==> config.mk <==
export PLATFORM = sky130hd
export DESIGN_NAME = lcac_cell
export DESIGN_NICKNAME = d
export VERILOG_FILES = /design/src/rtl/core/lcac_pkg.sv /design/src/rtl/core/lcac_cell.sv
export SDC_FILE = /design/constraint.sdc
export NUM_CORES = 1
export LEC_CHECK = 0
export BUFFER_PORTS_ARGS = -buffer_cell sky130_fd_sc_hd__buf_2
export CORE_UTILIZATION = 55
export DETAILED_ROUTE_END_ITERATION = 16
export PLACE_DENSITY = 0.89
export SLEW_MARGIN = 25
export SYNTH_ARGS = -nofsm -noshare
export SYNTH_HDL_FRONTEND = slang
export SYNTH_SLANG_ARGS = --single-unit
==> constraint.sdc <==
create_clock -name i_clk -period 9.55 [get_ports i_clk]
set_clock_uncertainty 0.1 [all_clocks]
set_input_delay 1.91 -clock i_clk [delete_from_list [all_inputs] [get_ports i_clk]]
set_output_delay 1.91 -clock i_clk [all_outputs]
set_load 0.02 [all_outputs]
==> src/rtl/core/lcac_pkg.sv <==
`default_nettype none

package lcac_pkg;

    localparam int ENTRIES_DEF     = 64;
    localparam int VALUE_WIDTH_DEF = 32;
    localparam int AGE_WIDTH_DEF   = 32;

    localparam int KEY_W = 17;
    localparam int CNT_W = 32;
    localparam int RES_W = 32;

    localparam logic [KEY_W-1:0] MAX_KEY_RST = 17'd100000;

    typedef enum logic [1:0] {
        ST_IDLE,
        ST_MATCH,
        ST_UPDATE,
        ST_SCAN
    } t_state;

    typedef struct packed {
        logic upd;
        logic wr;
    } t_cell_cmd;

endpackage

`default_nettype wire

==> src/rtl/core/lcac_cell.sv <==
`default_nettype none

module lcac_cell
    import lcac_pkg::*;
#(
    parameter int ENTRIES     = ENTRIES_DEF,
    parameter int VALUE_WIDTH = VALUE_WIDTH_DEF,
    parameter int AGE_WIDTH   = AGE_WIDTH_DEF,
    parameter int CELL_IDX    = 0,
    localparam int IDX_W      = (ENTRIES > 1) ? $clog2(ENTRIES) : 1
) (
    input  wire logic                   i_clk,
    input  wire logic                   i_rst_n,
    input  wire logic [KEY_W-1:0]       i_key,
    input  wire logic [VALUE_WIDTH-1:0] i_value,
    input  wire t_cell_cmd              i_cmd,
    input  wire logic [IDX_W-1:0]       i_touch_idx,
    output logic                        o_match,
    output logic [VALUE_WIDTH-1:0]      o_value,
    input  wire logic [AGE_WIDTH-1:0]   i_best_age,
    input  wire logic [IDX_W-1:0]       i_best_idx,
    output logic [AGE_WIDTH-1:0]        o_best_age,
    output logic [IDX_W-1:0]            o_best_idx
);

    localparam logic [IDX_W-1:0] MY_IDX = IDX_W'(CELL_IDX);

    logic                   r_valid;
    logic [KEY_W-1:0]       r_key;
    logic [VALUE_WIDTH-1:0] r_value;
    logic [AGE_WIDTH-1:0]   r_age;
    logic [AGE_WIDTH-1:0]   r_best_age;
    logic [IDX_W-1:0]       r_best_idx;
    logic                   w_touched;
    logic                   w_older;

    assign w_touched = (i_touch_idx == MY_IDX);
    assign w_older   = r_valid && (r_age > i_best_age);

    always_ff @(posedge i_clk) begin
        if (!i_rst_n) begin
            r_valid <= 1'b0;
        end else if (i_cmd.upd && i_cmd.wr && w_touched) begin
            r_valid <= 1'b1;
        end
    end

    always_ff @(posedge i_clk) begin
        if (i_cmd.upd) begin
            if (w_touched) begin
                r_age <= '0;
                if (i_cmd.wr) begin
                    r_key   <= i_key;
                    r_value <= i_value;
                end
            end else if (r_valid && (r_age != '1)) begin
                r_age <= r_age + 1'b1;
            end
        end
    end

    // running oldest entry handed down the row
    always_ff @(posedge i_clk) begin
        if (w_older) begin
            r_best_age <= r_age;
            r_best_idx <= MY_IDX;
        end else begin
            r_best_age <= i_best_age;
            r_best_idx <= i_best_idx;
        end
    end

    assign o_match    = r_valid && (r_key == i_key);
    assign o_value    = r_value;
    assign o_best_age = r_best_age;
    assign o_best_idx = r_best_idx;

endmodule

`default_nettype wire

==> flow_results.org <==
** Power and ir drop
- The analysis attributes to cell leakage a power of 3.04 nW.
- Power spread over the standard cell area amounts to 180 nW/µm².
- Largest voltage drop on the vdd net :: 0.111 mV

** Clocking
- The tree is rooted in a sky130_fd_sc_hd__clkbuf_8.
- Counting along the longest clock path gives a buffer depth of 2.
- Once the clock tree was built, the setup fixing pass inserted 0 buffers.
- # resized after CTS :: 0
- Sinks on Clock Net :: 120
- Clock buffers created by TritonCTS :: 17
- For this design, the CTS-stage hold fixing added 0 buffers.
- TritonCTS clock tree :: yes
- Worst-Skew Late Latency :: 0.51 ns
- H-tree depth :: 4
- After clock tree synthesis, the clock-pin slew on the worst setup and hold paths is 0.06 ns.

** Logic synthesis
- After synthesis the netlist holds a flip-flop and latch count of 120.
- Syn_nets :: 561
- Synthesis warning total :: 0
- Among all flip-flop cells after synthesis, the most frequent one is sky130_fd_sc_hd__edfxtp_1.
- Yosys mapped a number of flops with a built-in enable equal to 81.
- Share of the synthesized area in the top cell type :: 44.7%
- Count of different cell masters after synthesis :: 38
- After synthesis, the mean cell area works out to 12.6 µm².
- In the synthesized netlist, the number of instances is 431.
- Top cell type by total area after synthesis :: sky130_fd_sc_hd__edfxtp_1
- Summing the sequential cell areas from Yosys gives 59.1% of the chip area.
- After synthesis, the share of flip-flops with an asynchronous set or reset is 0%.
- In this run the cell area of the synthesized design comes to 5440 µm².
- Ranked by total cell area, the synthesized netlist is headed by sky130_fd_sc_hd__edfxtp_1, sky130_fd_sc_hd__dfxtp_1, sky130_fd_sc_hd__ha_1.

** Setup path
- Worst Path Max Fanout :: 2
- Cell depth of the worst flop-to-flop path :: 8
- Classification of the worst setup path :: in2out
- The worst setup path is launched from a primary input.
- STA classifies the critical path endpoint as an output pin.
- Reg-to-reg startpoint :: r_age[18]$_SDFFCE_PN0P_
- At the worst endpoint, the required time is 7.54 ns.
- FF-to-FF setup slack :: 6.23 ns
- Worst endpoint data arrival time :: 2.95 ns
- Worst r2r dst :: o_best_age[18]$_DFF_P_

** Floorplanning
- During I/O placement, the number of pins put on the boundary was 168.
- Die area :: 10300 µm²
- Number of rows in the core area :: 35
- Die span in y :: 101 µm
- Die W :: 101 µm
- The core region is 9420 µm².
- Starting utilization of the core area :: 57.7%

** Timing
- Timing-limited maximum frequency :: 0.201 GHz
- Fin. max-slew vios :: 0
- Time the final worst path needs with I/O delays and setup :: 4.96 ns
- Worst hold margin :: 0.502 ns
- Setup repair after global routing left no endpoint under its margin.
- Setup total negative slack on the finished layout was measured at 0 ns.
- Transition time of the tightest slew-check pin :: 0.685 ns
- Number of failing hold endpoints at the final stage :: 0
- Share of the clock period used by the worst path after layout :: 52.0%
- Max transition margin :: 54.0%
- Setup violations remaining at the end of the flow were counted as 0.

** Global routing
- Global routing consumed, over all layers together, 24.2% of the routing resources.
- The via count of the first global-routing pass was 3921.
- Remaining global-route overflow :: 0
- The initial antenna violation count is 0.
- Pin count of the biggest net entering global routing :: 51
- Global-route wire length before repair :: 18.7 mm

** Layout
- Relative area change from synthesis to final layout :: 28.7%
- Layout cell share with drive strength beyond 1 :: 37.4%
- Antenna cell count :: 0
- Final Net Count :: 742
- Cells fill 74.3% of the core in the end.
- The finished cells cover 7000 µm².
- Once layout is complete, the cells apart from fillers number 754.

** Routing
- The routed layout has 4009 vias.
- After detailed routing, the met2 layer carries 6.22 mm of wire.
- After detailed routing, the average wire length per cell comes to 16.1 µm.
- In the final routing, the length of wire on met1 measures 4.87 mm.
- Total wire length :: 12.2 mm
- Top sig layer :: met4
- TritonRoute pass-1 iters :: 4
- After detailed routing, the met3 layer carries 873 µm of wire.
- Once detail routing completed, the nets flagged for antenna violations numbered 0.
- In the routed design, unresolved DRC markers number 0.
- The detailed router finished its first iteration with 179 violations.
- After detailed routing, the number of vias per cell comes to 5.32.

** Outcome
- The flow ran to the end, and the final reports show no timing, DRC or antenna violations.

** Place
- GPL Wtd Cong :: 0.811
- Detailed placer's ending HPWL :: 8.47 mm
- Summing all placed instances gives a cell area of 6410 µm².
- Cell total after placement :: 722
- During placement, the flow inserted port buffers numbering 167.

** Flow run
- # Max-Cap Violations :: 0

** Worst hold path
- Hold wc startpoint :: r_valid$_SDFFE_PN0P_
- Counting instances, the worst hold path has a depth of 1.
- The min-delay analysis places its worst path in the category reg2reg.
- The worst hold path terminates at r_valid$_SDFFE_PN0P_.
registers in the layout, summed over array words and instances, names as in the netlist:
name / flops
o_best_idx: 6
o_best_age: 32
r_valid: 1
r_key: 17
r_age: 32
o_value: 32
critical path, stage by stage:
cell and delay [ns]:
sky130_fd_sc_hd__buf_2 0.11, sky130_fd_sc_hd__xor2_1 0.16, sky130_fd_sc_hd__nor4_1 0.28, sky130_fd_sc_hd__nand3_1 0.12, sky130_fd_sc_hd__nor4_1 0.17, sky130_fd_sc_hd__buf_2 0.20
cell families (layout without fill, tap and decap cells):
family | count (synthesis) | count (layout) | share of synthesized area [%]
adder cells (fa/ha/maj) | 33 | 33 | 7.60
XOR/XNOR | 39 | 39 | 6.28
buffers and inverters | 47 | 241 | 3.73
AND/OR/NAND/NOR | 114 | 114 | 11.0
multiplexers | 32 | 32 | 7.04
flip-flops | 120 | 120 | 59.1
AO/OA/AOI/OAI | 46 | 46 | 5.29
cell type report:
| cell class | count | area (µm²) |
|---|---|---|
| Clock buffer | 17 | 414 |
| Timing Repair Buffer | 170 | 858 |
| Sequential cell | 120 | 3210 |
| Fill cell | 605 | 2420 |
| Inverter | 39 | 146 |
| Tap cell | 129 | 161 |
| Multi-Input combinational cell | 264 | 2040 |
| Clock inverter | 15 | 166 |
cell usage after synthesis (all sizes together) (7+ instances only):
cell    number
nor2        28
xnor2       23
o21ai       12
or3         12
nand3       14
nor3         7
and2         8
a21oi       20
nand4       16
dfxtp       39
ha          33
edfxtp      81
inv         39
mux2        26
xor2        16
nand2       16
power breakdown:
| part | leakage [nW] | switching, mW | internal, mW | total (mW) |
|---|---|---|---|---|
| Sequential | 1.06 | 0.00329 | 0.562 | 0.566 |
| Combinational | 1.71 | 0.0408 | 0.0370 | 0.0777 |
| Clock | 0.276 | 0.243 | 0.376 | 0.619 |
| Total | 3.04 | 0.287 | 0.975 | 1.26 |
routing by layer:
metal / vias to the layer above / track usage, %
met4: 0 / 9.92
met3: 18 / 6.83
li1: 1924 / -
met5: - / 0
met2: 173 / 42.0
met1: 1894 / 28.3
worst max-delay path by stage:
stage | from | endpoint | slack [ns] | depth (start not counted)
after global routing | i_key[6] | o_match | 4.42 | 6
after floorplan | i_key[6] | o_match | 4.51 | 4
after global placement | i_key[6] | o_match | 4.60 | 6
after CTS | i_key[6] | o_match | 4.57 | 6
after detailed placement | i_key[6] | o_match | 4.60 | 6
final | i_key[6] | o_match | 4.59 | 6
stage by stage:
step	power [mW]	worst slack, ns
2_1_floorplan	0.615	4.51
3_3_place_gp	0.649	4.60
3_5_place_dp	0.653	4.60
4_1_cts	1.27	4.57
5_1_grt	1.30	4.42
6_report	1.26	4.59
placed cells by master, fill, tap and decap left out, drive strengths merged, types with 4 or more instances in the layout:
| master | Yosys | layout |
|---|---|---|
| a21oi | 20 | 20 |
| and2 | 8 | 8 |
| buf | 4 | 170 |
| clkbuf | 4 | 17 |
| clkinv | 0 | 5 |
| dfxtp | 39 | 39 |
| edfxtp | 81 | 81 |
| ha | 33 | 33 |
| inv | 39 | 44 |
| mux2 | 26 | 26 |
| mux2i | 6 | 6 |
| nand2 | 16 | 16 |
| nand3 | 14 | 14 |
| nand4 | 16 | 16 |
| nor2 | 28 | 28 |
| nor3 | 7 | 7 |
| o21a | 4 | 4 |
| o21ai | 12 | 12 |
| or3 | 12 | 12 |
| xnor2 | 23 | 23 |
| xor2 | 16 | 16 |
No activity file was read; power rests on OpenSTA's default activity.
